## config.mk

```make
export PLATFORM = sky130hd
export DESIGN_NAME = powertrain_signal_plausibility
export DESIGN_NICKNAME = d
export VERILOG_FILES = /design/src/hdl/ptsp_pkg.sv /design/src/hdl/ptsp_jitter.sv /design/src/hdl/ptsp_ignition.sv /design/src/hdl/powertrain_signal_plausibility.sv
export SDC_FILE = /design/constraint.sdc
export NUM_CORES = 1
export LEC_CHECK = 0
export ABC_AREA = 1
export BUFFER_PORTS_ARGS = -buffer_cell sky130_fd_sc_hd__buf_4
export CORE_MARGIN = 2
export CORE_UTILIZATION = 37
export DETAILED_ROUTE_END_ITERATION = 12
export SLEW_MARGIN = 20
export SYNTH_ARGS = -nofsm -noshare
export SYNTH_HDL_FRONTEND = slang
export SYNTH_SLANG_ARGS = --single-unit
```

## constraint.sdc

```tcl
create_clock -name clk_i -period 5.93 [get_ports clk_i]
set_clock_uncertainty 0.15 [all_clocks]
set_input_delay 0.8895 -clock clk_i [delete_from_list [all_inputs] [get_ports clk_i]]
set_output_delay 0.8895 -clock clk_i [all_outputs]
set_load 0.005 [all_outputs]
```

## src/hdl/ptsp_pkg.sv

```systemverilog
// shared types, constants and helpers for the powertrain signal plausibility block
package ptsp_pkg;

  // configuration register indexes
  typedef enum logic [2:0] {
    CFG_SPEED_MAX         = 3'd0,
    CFG_SPEED_JUMP_LIMIT  = 3'd1,
    CFG_SPEED_JITTER_STEP = 3'd2,
    CFG_BRAKE_JITTER_STEP = 3'd3,
    CFG_RECOVERY_CYCLES   = 3'd4
  } cfg_idx_e;

  localparam int unsigned CfgIdxW  = 3;
  localparam int unsigned CfgDataW = 16;
  localparam int unsigned InDataW  = 48;
  localparam int unsigned OutDataW = 24;
  localparam int unsigned FaultW   = 14;

  // register reset values
  localparam logic [14:0] SpeedMaxRst        = 15'd25000;
  localparam logic [14:0] SpeedJumpLimitRst  = 15'd2000;
  localparam logic [14:0] SpeedJitterStepRst = 15'd200;
  localparam logic [14:0] BrakeJitterStepRst = 15'd500;
  localparam logic [15:0] RecoveryCyclesRst  = 16'd10;

  // fixed thresholds
  localparam logic [14:0] SpeedCreep    = 15'd500;
  localparam logic [15:0] SpeedSurge    = 16'd1000;
  localparam logic [14:0] BrakeFull     = 15'd10000;
  localparam logic [14:0] BrakeHard     = 15'd9500;
  localparam logic [7:0]  ReversalLimit = 8'd6;
  localparam logic [7:0]  ChangeLimit   = 8'd5;
  localparam logic [7:0]  CountMax      = 8'd255;
  localparam logic [7:0]  IgnOff        = 8'd0;
  localparam logic [7:0]  IgnOn         = 8'd2;
  localparam logic [7:0]  IgnStart      = 8'd3;

  // fault word bit positions
  localparam int unsigned FltSpeedBad    = 0;
  localparam int unsigned FltSpeedRange  = 1;
  localparam int unsigned FltSpeedFrozen = 2;
  localparam int unsigned FltSpeedJump   = 3;
  localparam int unsigned FltSpeedJitter = 4;
  localparam int unsigned FltSpeedIgnOff = 5;
  localparam int unsigned FltIgnRange    = 6;
  localparam int unsigned FltIgnChatter  = 7;
  localparam int unsigned FltIgnSkip     = 8;
  localparam int unsigned FltBrakeBad    = 9;
  localparam int unsigned FltBrakeRange  = 10;
  localparam int unsigned FltBrakeJitter = 11;
  localparam int unsigned FltBrakeSurge  = 12;
  localparam int unsigned FltRecovery    = 13;

  // delta tracker status
  typedef struct packed {
    logic signed [16:0] dlt;
    logic               dlt_undef;
    logic               nojit;
  } jit_sts_t;

  // ignition checker status
  typedef struct packed {
    logic in_range;
    logic nojit;
    logic skip;
  } ign_sts_t;

  // saturating increment of an 8-bit counter
  function automatic logic [7:0] sat_inc(input logic [7:0] c);
    return (c < CountMax) ? c + 8'd1 : CountMax;
  endfunction

  // magnitude of a 17-bit signed delta
  function automatic logic [16:0] mag17(input logic signed [16:0] v);
    return v[16] ? 17'(-v) : 17'(v);
  endfunction

endpackage

```

## src/hdl/ptsp_jitter.sv

```systemverilog
// sample history, delta and reversal jitter counter for one signal
module ptsp_jitter (
  input  logic                  clk_i,
  input  logic                  rst_ni,
  input  logic                  en_i,
  input  logic signed [15:0]    sample_i,
  input  logic                  bad_i,
  input  logic [14:0]           step_i,
  output ptsp_pkg::jit_sts_t    sts_o
);
  import ptsp_pkg::*;

  logic signed [15:0] last_q;
  logic               last_bad_q;
  logic signed [16:0] dlt_q, dlt_d;
  logic               dlt_undef_q, dlt_undef_d;
  logic [7:0]         rev_q, rev_d;
  logic               upd;
  logic               opposite;

  // current delta, undefined when either sample is bad
  assign dlt_undef_d = bad_i | last_bad_q;
  assign dlt_d = dlt_undef_d ? 17'sd0 : (17'(sample_i) - 17'(last_q));

  // reversal counter
  always_comb begin
    upd = !bad_i && !dlt_undef_d && !dlt_undef_q &&
          (mag17(dlt_d) > {2'b00, step_i}) && (mag17(dlt_q) > {2'b00, step_i});
    opposite = dlt_d[16] ^ dlt_q[16];
    rev_d = rev_q;
    if (upd) begin
      rev_d = opposite ? sat_inc(rev_q) : 8'd0;
    end
  end

  assign sts_o.dlt       = dlt_d;
  assign sts_o.dlt_undef = dlt_undef_d;
  assign sts_o.nojit     = rev_d < ReversalLimit;

  // history update on each processed transfer
  always_ff @(posedge clk_i or negedge rst_ni) begin
    if (!rst_ni) begin
      last_q      <= '0;
      last_bad_q  <= 1'b0;
      dlt_q       <= '0;
      dlt_undef_q <= 1'b0;
      rev_q       <= '0;
    end else if (en_i) begin
      last_q      <= sample_i;
      last_bad_q  <= bad_i;
      dlt_q       <= dlt_d;
      dlt_undef_q <= dlt_undef_d;
      rev_q       <= rev_d;
    end
  end

endmodule

```

## src/hdl/ptsp_ignition.sv

```systemverilog
// ignition code range, chatter and skipped-accessory checks
module ptsp_ignition (
  input  logic               clk_i,
  input  logic               rst_ni,
  input  logic               en_i,
  input  logic [7:0]         ign_i,
  output ptsp_pkg::ign_sts_t sts_o
);
  import ptsp_pkg::*;

  logic [7:0] last_q;
  logic [7:0] chg_q, chg_d;

  // change counter clears on a steady code
  assign chg_d = (ign_i != last_q) ? sat_inc(chg_q) : 8'd0;

  assign sts_o.in_range = ign_i <= IgnStart;
  assign sts_o.nojit    = chg_d < ChangeLimit;
  assign sts_o.skip     = (ign_i <= IgnStart) && (last_q == IgnOff) && (ign_i >= IgnOn);

  always_ff @(posedge clk_i or negedge rst_ni) begin
    if (!rst_ni) begin
      last_q <= IgnOff;
      chg_q  <= '0;
    end else if (en_i) begin
      last_q <= ign_i;
      chg_q  <= chg_d;
    end
  end

endmodule

```

## src/hdl/powertrain_signal_plausibility.sv

```systemverilog
// top level of the powertrain signal plausibility checker
// Takes one sample set (speed, ignition, brake) per transfer and returns one result
// per sample set: a 14-bit fault word, per-signal valid flags and a composite valid
// that returns only after recovery_cycles good samples in a row. A sample passes an
// input register and the check logic into a result register. With the result side
// ready, one sample set is taken every cycle. A result that waits lets one more sample
// set into the input register, then input transfers stall until the result is taken.
// Configuration writes are to be made only while no sample set is in flight.
module powertrain_signal_plausibility (
  input  logic                           clk_i,
  input  logic                           rst_ni,
  // configuration write port
  input  logic                           cfg_we_i,
  input  logic [ptsp_pkg::CfgIdxW-1:0]   cfg_idx_i,
  input  logic [ptsp_pkg::CfgDataW-1:0]  cfg_wdata_i,
  // sample stream
  input  logic                           s_axis_tvalid_i,
  output logic                           s_axis_tready_o,
  // speed[15:0], speed_bad[16], ignition[24:17], brake[40:25], brake_bad[41], zero fill
  input  logic [ptsp_pkg::InDataW-1:0]   s_axis_tdata_i,
  // result stream
  output logic                           m_axis_tvalid_o,
  input  logic                           m_axis_tready_i,
  // fault_code[13:0], speed_ok[14], ignition_ok[15], brake_ok[16], composite_ok[17],
  // zero fill
  output logic [ptsp_pkg::OutDataW-1:0]  m_axis_tdata_o
);
  import ptsp_pkg::*;

  // configuration registers
  logic [14:0] speed_max_q;
  logic [14:0] speed_jump_limit_q;
  logic [14:0] speed_jitter_step_q;
  logic [14:0] brake_jitter_step_q;
  logic [15:0] recovery_cycles_q;

  always_ff @(posedge clk_i or negedge rst_ni) begin
    if (!rst_ni) begin
      speed_max_q         <= SpeedMaxRst;
      speed_jump_limit_q  <= SpeedJumpLimitRst;
      speed_jitter_step_q <= SpeedJitterStepRst;
      brake_jitter_step_q <= BrakeJitterStepRst;
      recovery_cycles_q   <= RecoveryCyclesRst;
    end else if (cfg_we_i) begin
      case (cfg_idx_e'(cfg_idx_i))
        CFG_SPEED_MAX:         speed_max_q         <= cfg_wdata_i[14:0];
        CFG_SPEED_JUMP_LIMIT:  speed_jump_limit_q  <= cfg_wdata_i[14:0];
        CFG_SPEED_JITTER_STEP: speed_jitter_step_q <= cfg_wdata_i[14:0];
        CFG_BRAKE_JITTER_STEP: brake_jitter_step_q <= cfg_wdata_i[14:0];
        CFG_RECOVERY_CYCLES:   recovery_cycles_q   <= cfg_wdata_i;
        default: ;
      endcase
    end
  end

  // input register and stage advance
  logic                in_vld_q;
  logic [InDataW-1:0]  in_data_q;
  logic                out_vld_q;
  logic [OutDataW-1:0] out_data_q, out_data_d;
  logic                advance;

  assign advance         = in_vld_q && (!out_vld_q || m_axis_tready_i);
  assign s_axis_tready_o = !in_vld_q || advance;

  always_ff @(posedge clk_i or negedge rst_ni) begin
    if (!rst_ni) begin
      in_vld_q <= 1'b0;
    end else if (s_axis_tready_o) begin
      in_vld_q <= s_axis_tvalid_i;
    end
  end

  always_ff @(posedge clk_i) begin
    if (s_axis_tready_o && s_axis_tvalid_i) begin
      in_data_q <= s_axis_tdata_i;
    end
  end

  // unpack the registered sample set
  logic signed [15:0] spd;
  logic               spd_bad;
  logic [7:0]         ign;
  logic signed [15:0] brk;
  logic               brk_bad;

  assign spd     = in_data_q[15:0];
  assign spd_bad = in_data_q[16];
  assign ign     = in_data_q[24:17];
  assign brk     = in_data_q[40:25];
  assign brk_bad = in_data_q[41];

  // per-signal history units
  jit_sts_t spd_sts;
  jit_sts_t brk_sts;
  ign_sts_t ign_sts;

  ptsp_jitter u_speed_jit (
    .clk_i    (clk_i),
    .rst_ni   (rst_ni),
    .en_i     (advance),
    .sample_i (spd),
    .bad_i    (spd_bad),
    .step_i   (speed_jitter_step_q),
    .sts_o    (spd_sts)
  );

  ptsp_jitter u_brake_jit (
    .clk_i    (clk_i),
    .rst_ni   (rst_ni),
    .en_i     (advance),
    .sample_i (brk),
    .bad_i    (brk_bad),
    .step_i   (brake_jitter_step_q),
    .sts_o    (brk_sts)
  );

  ptsp_ignition u_ign (
    .clk_i  (clk_i),
    .rst_ni (rst_ni),
    .en_i   (advance),
    .ign_i  (ign),
    .sts_o  (ign_sts)
  );

  // speed, brake and cross checks
  logic        spd_range, spd_nojump, speed_ok;
  logic        brk_range, brake_ok, ignition_ok;
  logic        raw_ok, composite_ok;
  logic [15:0] rec_q, rec_d;
  logic [FaultW-1:0] fault;

  always_comb begin
    spd_range  = !spd_bad && !spd[15] && (spd[14:0] <= speed_max_q);
    spd_nojump = spd_bad ||
                 (!spd_sts.dlt_undef && (mag17(spd_sts.dlt) <= {2'b00, speed_jump_limit_q}));
    speed_ok   = spd_range && spd_nojump && spd_sts.nojit;

    brk_range  = !brk_bad && !brk[15] && (brk[14:0] <= BrakeFull);
    brake_ok   = brk_range && brk_sts.nojit;

    ignition_ok = ign_sts.in_range && ign_sts.nojit;

    // recovery gate
    raw_ok = speed_ok && ignition_ok && brake_ok;
    rec_d  = 16'd0;
    if (raw_ok) begin
      rec_d = (rec_q < recovery_cycles_q) ? rec_q + 16'd1 : rec_q;
    end
    composite_ok = rec_d >= recovery_cycles_q;

    fault                 = '0;
    fault[FltSpeedBad]    = spd_bad;
    fault[FltSpeedRange]  = !spd_bad && !spd_range;
    fault[FltSpeedFrozen] = 1'b0;
    fault[FltSpeedJump]   = !spd_nojump;
    fault[FltSpeedJitter] = !spd_sts.nojit;
    fault[FltSpeedIgnOff] = !spd_bad && !spd[15] && (spd[14:0] > SpeedCreep) && (ign == IgnOff);
    fault[FltIgnRange]    = !ign_sts.in_range;
    fault[FltIgnChatter]  = !ign_sts.nojit;
    fault[FltIgnSkip]     = ign_sts.skip;
    fault[FltBrakeBad]    = brk_bad;
    fault[FltBrakeRange]  = !brk_bad && !brk_range;
    fault[FltBrakeJitter] = !brk_sts.nojit;
    fault[FltBrakeSurge]  = !brk_bad && !brk[15] && (brk[14:0] >= BrakeHard) &&
                            !spd_sts.dlt_undef && !spd_sts.dlt[16] &&
                            (spd_sts.dlt[15:0] > SpeedSurge);
    fault[FltRecovery]    = raw_ok && !composite_ok;

    out_data_d = {6'd0, composite_ok, brake_ok, ignition_ok, speed_ok, fault};
  end

  always_ff @(posedge clk_i or negedge rst_ni) begin
    if (!rst_ni) begin
      rec_q <= RecoveryCyclesRst;
    end else if (advance) begin
      rec_q <= rec_d;
    end
  end

  // result register
  always_ff @(posedge clk_i or negedge rst_ni) begin
    if (!rst_ni) begin
      out_vld_q <= 1'b0;
    end else if (advance) begin
      out_vld_q <= 1'b1;
    end else if (m_axis_tready_i) begin
      out_vld_q <= 1'b0;
    end
  end

  always_ff @(posedge clk_i) begin
    if (advance) begin
      out_data_q <= out_data_d;
    end
  end

  assign m_axis_tvalid_o = out_vld_q;
  assign m_axis_tdata_o  = out_data_q;

  // a composite pass never carries the recovery fault
  a_comp_no_rec_fault: assert property (@(posedge clk_i) disable iff (!rst_ni)
    out_vld_q && out_data_q[17] |-> !out_data_q[FltRecovery])
    else $error("composite valid with recovery fault");

  // speed valid excludes the bad, range, jump and jitter speed faults
  a_speed_ok_clean: assert property (@(posedge clk_i) disable iff (!rst_ni)
    out_vld_q && out_data_q[14] |->
      !out_data_q[FltSpeedBad] && !out_data_q[FltSpeedRange] &&
      !out_data_q[FltSpeedJump] && !out_data_q[FltSpeedJitter])
    else $error("speed valid with speed fault");

  // brake valid excludes the bad, range and jitter brake faults
  a_brake_ok_clean: assert property (@(posedge clk_i) disable iff (!rst_ni)
    out_vld_q && out_data_q[16] |->
      !out_data_q[FltBrakeBad] && !out_data_q[FltBrakeRange] &&
      !out_data_q[FltBrakeJitter])
    else $error("brake valid with brake fault");

  // a held sample set stays in the input register until it advances
  a_in_hold: assert property (@(posedge clk_i) disable iff (!rst_ni)
    in_vld_q && !advance |=> in_vld_q && $stable(in_data_q))
    else $error("input register lost a pending sample set");

  // an advance always produces a pending result
  a_adv_result: assert property (@(posedge clk_i) disable iff (!rst_ni)
    advance |=> out_vld_q)
    else $error("advance without result");

endmodule

```

# After elaboration in Yosys (flattened, before gate mapping)
# Cells that the tools add are included.
# W data, S select, Z words.
# classes
addsub,10
reduce_logical,63
muxes,18
n_bitwise,4
eq_ne,5
n_lt_le_gt_ge,20
# ops
cell,count
$mux W17,6
$gt A17 B15 Y1,4
$neg A17 Y17,4
$mux W8,8
$sub A16 B16 Y17,2
$logic_and A1 B1 Y1,32
$mux W16,2
$add A8 B1 Y8 const B,3
$lt A8 B3 Y1 const B,3
$lt A8 B8 Y1 const B,3
$logic_not A1 Y1,19
$le A17 B15 Y1,1
$add A16 B1 Y16 const B,1
$ge A16 B16 Y1,1
$gt A16 B10 Y1 const B,1
$logic_not A8 Y1,2
$lt A16 B16 Y1,1
$ge A15 B14 Y1 const B,1
$gt A15 B9 Y1 const B,1
$le A15 B14 Y1 const B,1
$le A15 B15 Y1,1
$reduce_and A2 Y1,5
$ge A8 B2 Y1 const B,1
$le A8 B2 Y1 const B,1
10 further kinds,16
# word_totals
out_inout_bits,26
in_bits,72
word_cells,142
regBits,255

# Logic depth before layout (Yosys ltp)
# logic_depth
word_depth,16
mapped_depth,42
depth_no_buf,42

# By module
# Synthesis repeated with hierarchy kept, for this count alone.
# hier_totals
cells_unflattened,2529
hier_area_um2,18707.9
# by_module_without_submodules
mod,instances,cells_each,area_each_um2,seq_area_each_um2
powertrain_signal_plausibility,1,951,8503.2,4155.2
ptsp_jitter (u_speed_jit),1,717,4636.9,1076.0
ptsp_jitter (u_brake_jit),1,719,4571.9,1076.0
ptsp_ignition,1,142,996.0,400.4

# Worst setup path before layout
# No wires, ideal clock.
# synth_timing
path_type,reg2reg
from,reg in_data_q[0]
to,"reg out_data_q[17], in the netlist m_axis_tdata_o[17] (data pin)"
synth_period_minus_slack_ns,5.307
arrival_ns,4.889
n_path_buf,2
stages_incl_launch_ff,34
path_slack_ns,0.623
required_time_ns,5.512
setup_ns,0.268
cell_sequence,edfxtp_1 -> inv_1 -> ha_1 -> fa_1 -> inv_1 -> nand2_1 -> nand2_1 -> nand3_1 -> nand2_1 -> nand3_1 -> nand3_1 -> nand2_2 -> nor2_4 -> clkbuf_1 -> o21ai_0 -> xor2_1 -> ha_1 -> nand2_1 -> or4_1 -> nand2_1 -> nand2_1 -> nand3b_1 -> nor2_1 -> nand3_2 -> nor2_4 -> nand2_4 -> buf_12 -> nor2_4 -> ha_1 -> a21oi_1 -> o21a_1 -> o221ai_1 -> nand2_1 -> nand3_1
# synth_between
elab_chain_len,14
elab_cells_between_ends,22
cone_classes,2 x add/sub; 5 x order compare; 5 x mux; 1 x bitwise; 9 x reduce/logical
# synth_rtl
element,line,text
start: declaration,powertrain_signal_plausibility.sv:58,logic [InDataW-1:0] in_data_q;
start signal: assignment,powertrain_signal_plausibility.sv:76,in_data_q <= s_axis_tdata_i;
$sub A16 B16 Y17,ptsp_jitter.sv:23,assign dlt_d = dlt_undef_d ? 17'sd0 : (17'(sample_i) - 17'(last_q));
$mux W17,ptsp_jitter.sv:23,
$neg A17 Y17,ptsp_pkg.sv:75,return v[16] ? 17'(-v) : 17'(v);
$mux W17,ptsp_pkg.sv:75,
$gt A17 B15 Y1,ptsp_jitter.sv:28,"(mag17(dlt_d) > {2'b00, step_i}) && (mag17(dlt_q) > {2'b00, step_i});"
$logic_and A1 B1 Y1,ptsp_jitter.sv:27,upd = !bad_i && !dlt_undef_d && !dlt_undef_q &&
$logic_and A1 B1 Y1,ptsp_jitter.sv:28,
$mux W8,ptsp_jitter.sv:31,if (upd) begin
$lt A8 B3 Y1,ptsp_jitter.sv:38,assign sts_o.nojit = rev_d < ReversalLimit;
$logic_and A1 B1 Y1 (*),powertrain_signal_plausibility.sv:137,speed_ok = spd_range && spd_nojump && spd_sts.nojit;
$logic_and A1 B1 Y1 (*) (2 in a row),powertrain_signal_plausibility.sv:145,raw_ok = speed_ok && ignition_ok && brake_ok;
$mux W16 (*),powertrain_signal_plausibility.sv:147,if (raw_ok) begin
net rec_d[3],powertrain_signal_plausibility.sv:130,"logic [15:0] rec_q, rec_d;"
$ge A16 B16 Y1 (*),powertrain_signal_plausibility.sv:150,composite_ok = rec_d >= recovery_cycles_q;
net composite_ok,powertrain_signal_plausibility.sv:129,"logic raw_ok, composite_ok;"
end signal: assignment,powertrain_signal_plausibility.sv:194,out_data_q <= out_data_d;
end: declaration,powertrain_signal_plausibility.sv:60,"logic [OutDataW-1:0] out_data_q, out_data_d;"
# Mark *: on every way through the listed nets, which the timed path passes. The rest lies on a longest branch.
# A chain may end at the register's enable or synchronous reset.

# Worst setup path after layout
# layout_timing
from,reg u_speed_jit.last_q[0]
to,"reg out_data_q[17], in the netlist m_axis_tdata_o[17] (data pin)"
# layout_between
elab_chain_len,14
elab_cells_between_ends,20
cone_classes,2 x add/sub; 4 x order compare; 5 x mux; 1 x bitwise; 8 x reduce/logical
# layout_rtl
element,line,text
start: declaration,ptsp_jitter.sv:13,logic signed [15:0] last_q;
start signal: assignment,ptsp_jitter.sv:49,last_q <= sample_i;
$sub A16 B16 Y17 (*),ptsp_jitter.sv:23,
$mux W17 (*),ptsp_jitter.sv:23,
$neg A17 Y17,ptsp_pkg.sv:75,
$mux W17,ptsp_pkg.sv:75,
$gt A17 B15 Y1,ptsp_jitter.sv:28,
$logic_and A1 B1 Y1,ptsp_jitter.sv:27,
$logic_and A1 B1 Y1,ptsp_jitter.sv:28,
$mux W8,ptsp_jitter.sv:31,
$lt A8 B3 Y1,ptsp_jitter.sv:38,
$logic_and A1 B1 Y1 (*),powertrain_signal_plausibility.sv:137,
$logic_and A1 B1 Y1 (*) (2 in a row),powertrain_signal_plausibility.sv:145,
$mux W16 (*),powertrain_signal_plausibility.sv:147,
net rec_d[1],powertrain_signal_plausibility.sv:130,
$ge A16 B16 Y1 (*),powertrain_signal_plausibility.sv:150,
net composite_ok,powertrain_signal_plausibility.sv:129,
# Marks and branches as above.

==> metrics.csv <==
stage,metric,value,unit
status,status,"complete, no violations",
setup_path,reg2reg path depth,33,
floorplanning,FP Rows,79,
power,Switch Pwr,3.38,mW
power,power share of the combinational group,45.5,%
power,Pleak,9.86,nW
setup_path,Startpoint Class,flip-flop,
logic_synthesis,flip-flop and latch count after synthesis,255,
floorplanning,Core ar.,46500,µm²
placed_design,Port Buffers,84,
timing,Final WS setup,0.305,ns
clock_network,Worst-Skew Late Latency,0.58,ns
logic_synthesis,Mapped Cells,2242,
timing,Slew HR,29.6,%
final_layout,Filler cells,4690,
final_layout,number of antenna diodes,0,
setup_path,Worst Path Buf+Inv,2,
placed_design,dpl cell area,18700,µm²
setup_path,reg2reg setup slack,0.31,ns
floorplanning,Die Ht,221,µm
routing,DR WL met3,2760,µm
logic_synthesis,Synth async-reset ratio,76.9,%
routing,vias,14900,
global_routing,largest net degree at the start of global routing,107,
routing,Post-Route WL,45000,µm
power,Power per Cell Area,409,nW/µm²
logic_synthesis,Yosys top cell by area,dfrtp_1,
setup_path,Worst Setup End Kind,flip-flop,
placed_design,dpl ws,0.185,ns
logic_synthesis,synth top area cells,"dfrtp_1 25%, ha_1 12%, nand2_1 11%",
setup_path,worst-path fanout max,5,
worst_hold_path,Hold Crit Class,in -> async,
setup_path,Max stage delay on crit path,0.52,ns
routing,DR pass1 iterations,5,
routing,wire per inst,15.1,µm
timing,min Tclk post-route,5.62,ns
routing,top sig layer,met4,
routing,DRC Markers,0,
floorplanning,Initial Utilization,37.3,%
logic_synthesis,count of different cell masters after synthesis,52,
setup_path,Worst EP arrival,5.79,ns
clock_network,CTS Buf Count,30,
placed_design,placed insts,2911,
routing,met1 WL,21900,µm
logic_synthesis,top_reg_cell synth,dfrtp_1,
routing,DRT iter0 DRCs,1068,
clock_network,CTS hold repair buffers,0,
logic_synthesis,syn_area_per_cell,7.74,µm²
global_routing,grt ovf,0,
routing,WL met2,19300,µm
power,part of the power in registers,30.2,%
routing,Antenna Nets Post-Route,0,
setup_path,Crit Path Class,reg -> reg,
clock_network,Longest Clk Path Bufs,3,
power,Tot Pwr,8.24,mW
timing,worst slew pin tran,1.05,ns
setup_path,CP dominant cell by count,nand2_1,
floorplanning,IO Pins,98,
clock_network,clock-pin slew on the worst setup and hold paths,0.06,ns
power,maximum VDD drop,0.252,mV
global_routing,first-pass GRT wire length,73300,µm
timing,crit share post-route,94.9,%
timing,final setup fails,0,
floorplanning,Die Width,221,µm
logic_synthesis,Syn Std Cell Area,17300,µm²
final_layout,finished layout cell area,20200,µm²
routing,via/cell ratio,5.01,
final_layout,Nets,2580,
clock_network,Root Buffer,clkbuf_16,
setup_path,WP data required,6.09,ns
global_routing,initial antenna violation count,1,
timing,Max Slew Vio Count,0,
power,Clock power frac,24.3,%
flow_run,Max-Cap Viols,0,
global_routing,vias in the first global route,14400,
setup_path,FF-to-FF Start,u_speed_jit.last_q[0],
clock_network,Clock Sinks,255,
placed_design,HPWL Detailed,34200,µm
logic_synthesis,Synth top area share,24.7,%
clock_network,CTS H-tree lvls,1,
clock_network,CTS tree,done,
logic_synthesis,Ys Warns,0,
logic_synthesis,Post-synth EDFFs,59,
final_layout,layout cells sized above 1,13.3,%
timing,f_max,0.178,GHz
final_layout,synthesis-to-layout area growth,16.3,%
final_layout,fin cells,2975,
floorplanning,die outline area,48600,µm²
global_routing,Tot GR Track Use,18.8,%
power,sw frac,41.1,%
placed_design,GPL Wtd Cong,0.896,
timing,Hold Fails Final Rpt,0,
power,P_int,4.86,mW
setup_path,FF-to-FF End,m_axis_tdata_o[17],
logic_synthesis,sequential element share of the synthesized area,38.7,%
setup_path,CP top delay family,simple AND/OR/NAND/NOR gates,
setup_path,Slowest cell on crit path,or4_1,
-- flip-flops by register name, summed over array words and instances, names as in the netlist, 16 cells and up --
register and cells:
in_data_q 42, m_axis_tdata_o 17, u_brake_jit.dlt_q 17, u_speed_jit.dlt_q 17
rec_q 16, recovery_cycles_q 16, u_brake_jit.last_q 16, u_speed_jit.last_q 16
-- cells by family (layout without fill, tap and decap cells) --
kind of cell / after synthesis / after routing / synth area share (%)
XOR/XNOR: 77 / 77 / 3.89
other: 1 / 7 / 0.0216
buffers and inverters: 411 / 530 / 9.26
AND/OR/NAND/NOR: 968 / 969 / 25.0
flip-flops: 255 / 255 / 38.7
AO/OA/AOI/OAI: 367 / 367 / 11.3
adder cells (fa/ha/maj): 163 / 163 / 11.8
-- worst reg2reg max path, delay by kind of cell, from the launching register on --
kind,cells,cell delay (ns)
xor gates and xnor gates,1,0.12
buffers and inverters,2,0.11
adders and majority gates,5,1.43
AOI/OAI and AO/OA,4,0.54
and+or+nand+nor,21,2.61
DFF,1,0.41
-- cell usage in the layout (no fill, tap or decap), types with 12 or more instances in the layout --
cell       Yosys  layout
xnor2_1       23      23
nand3b_1      12      12
a21oi_1      101      99
nor3_1        30      28
inv_2          9      15
ha_1         161     151
o21ai_0      220     215
inv_1        340     334
nand2_2       13      16
dfrtp_1      171     171
dfstp_2       25      25
edfxtp_1      59      59
nor2_1       154     145
xor2_1        54      50
nand3_1      122     115
nor2_4        17      19
clkbuf_16      0      31
nand3_2       14      18
buf_4          9     117
nand2_1      529     525
nand4_1       50      50
-- worst max-delay path by stage --
stage                                from            endpoint  slack (ns)  cells after the start
floorplan                    in_data_q[0]  m_axis_tdata_o[17]        0.62                     33
global placement             in_data_q[0]  m_axis_tdata_o[13]        0.19                     36
detailed placement           in_data_q[0]  m_axis_tdata_o[13]        0.18                     36
CTS                          in_data_q[0]  m_axis_tdata_o[13]        0.15                     36
global route                in_data_q[25]  m_axis_tdata_o[13]       -0.05                     38
finish              u_speed_jit.last_q[0]  m_axis_tdata_o[17]        0.31                     33
-- area by class of cell --
class | count | area, µm² | share of cell area [%]
clock buffers | 41 | 873 | 4.33
flip-flops and latches | 255 | 6710 | 33.3
clock inverters | 14 | 205 | 1.02
inverters | 351 | 1320 | 6.53
multi-input cells | 1583 | 9320 | 46.2
well taps | 607 | 759 | 3.77
repair buffers | 124 | 990 | 4.91
-- power by group through the flow --
stage / combinational [mW] / clock, mW / sequential [mW]
floorplan: 2.70 / 0 / 2.43
global placement: 3.50 / 0 / 2.50
detailed placement: 3.60 / 0 / 2.51
CTS: 3.63 / 2.06 / 2.48
global route: 4.33 / 2.14 / 2.54
finish: 3.75 / 2.00 / 2.49
-- synth_stat cells (30+ instances only) --
cell type,number
nor2_1,154
dfrtp_1,171
nand2_1,529
inv_1,340
a21oi_1,101
nor3_1,30
edfxtp_1,59
o21ai_0,220
nand3_1,122
nand4_1,50
xor2_1,54
clkbuf_1,44
ha_1,161
-- metrics by stage --
step / util [%] / TNS, ns / hold WS [ns]
global placement: 40.3 / 0 / 0.309
detailed placement: 40.3 / 0 / 0.316
CTS: 42.6 / 0 / 0.297
global route: 43.4 / -0.0877 / 0.302
floorplan: - / 0 / 0.296
finish: 43.4 / 0 / 0.292
-- routing by layer --
layer	vias to the layer above	GRT usage [%]
met5	-	0
met4	0	5.49
met3	79	3.11
met2	382	29.2
met1	6919	26.8
li1	7533	-
-- timing repair --
item / in CTS / in global routing
endpoints found under the setup margin: 0 / 2
buffers inserted: 0 / 8
hold endpoints to repair: 0 / 0
resized for setup: 0 / 66
Power figures use the tool's default switching activity.
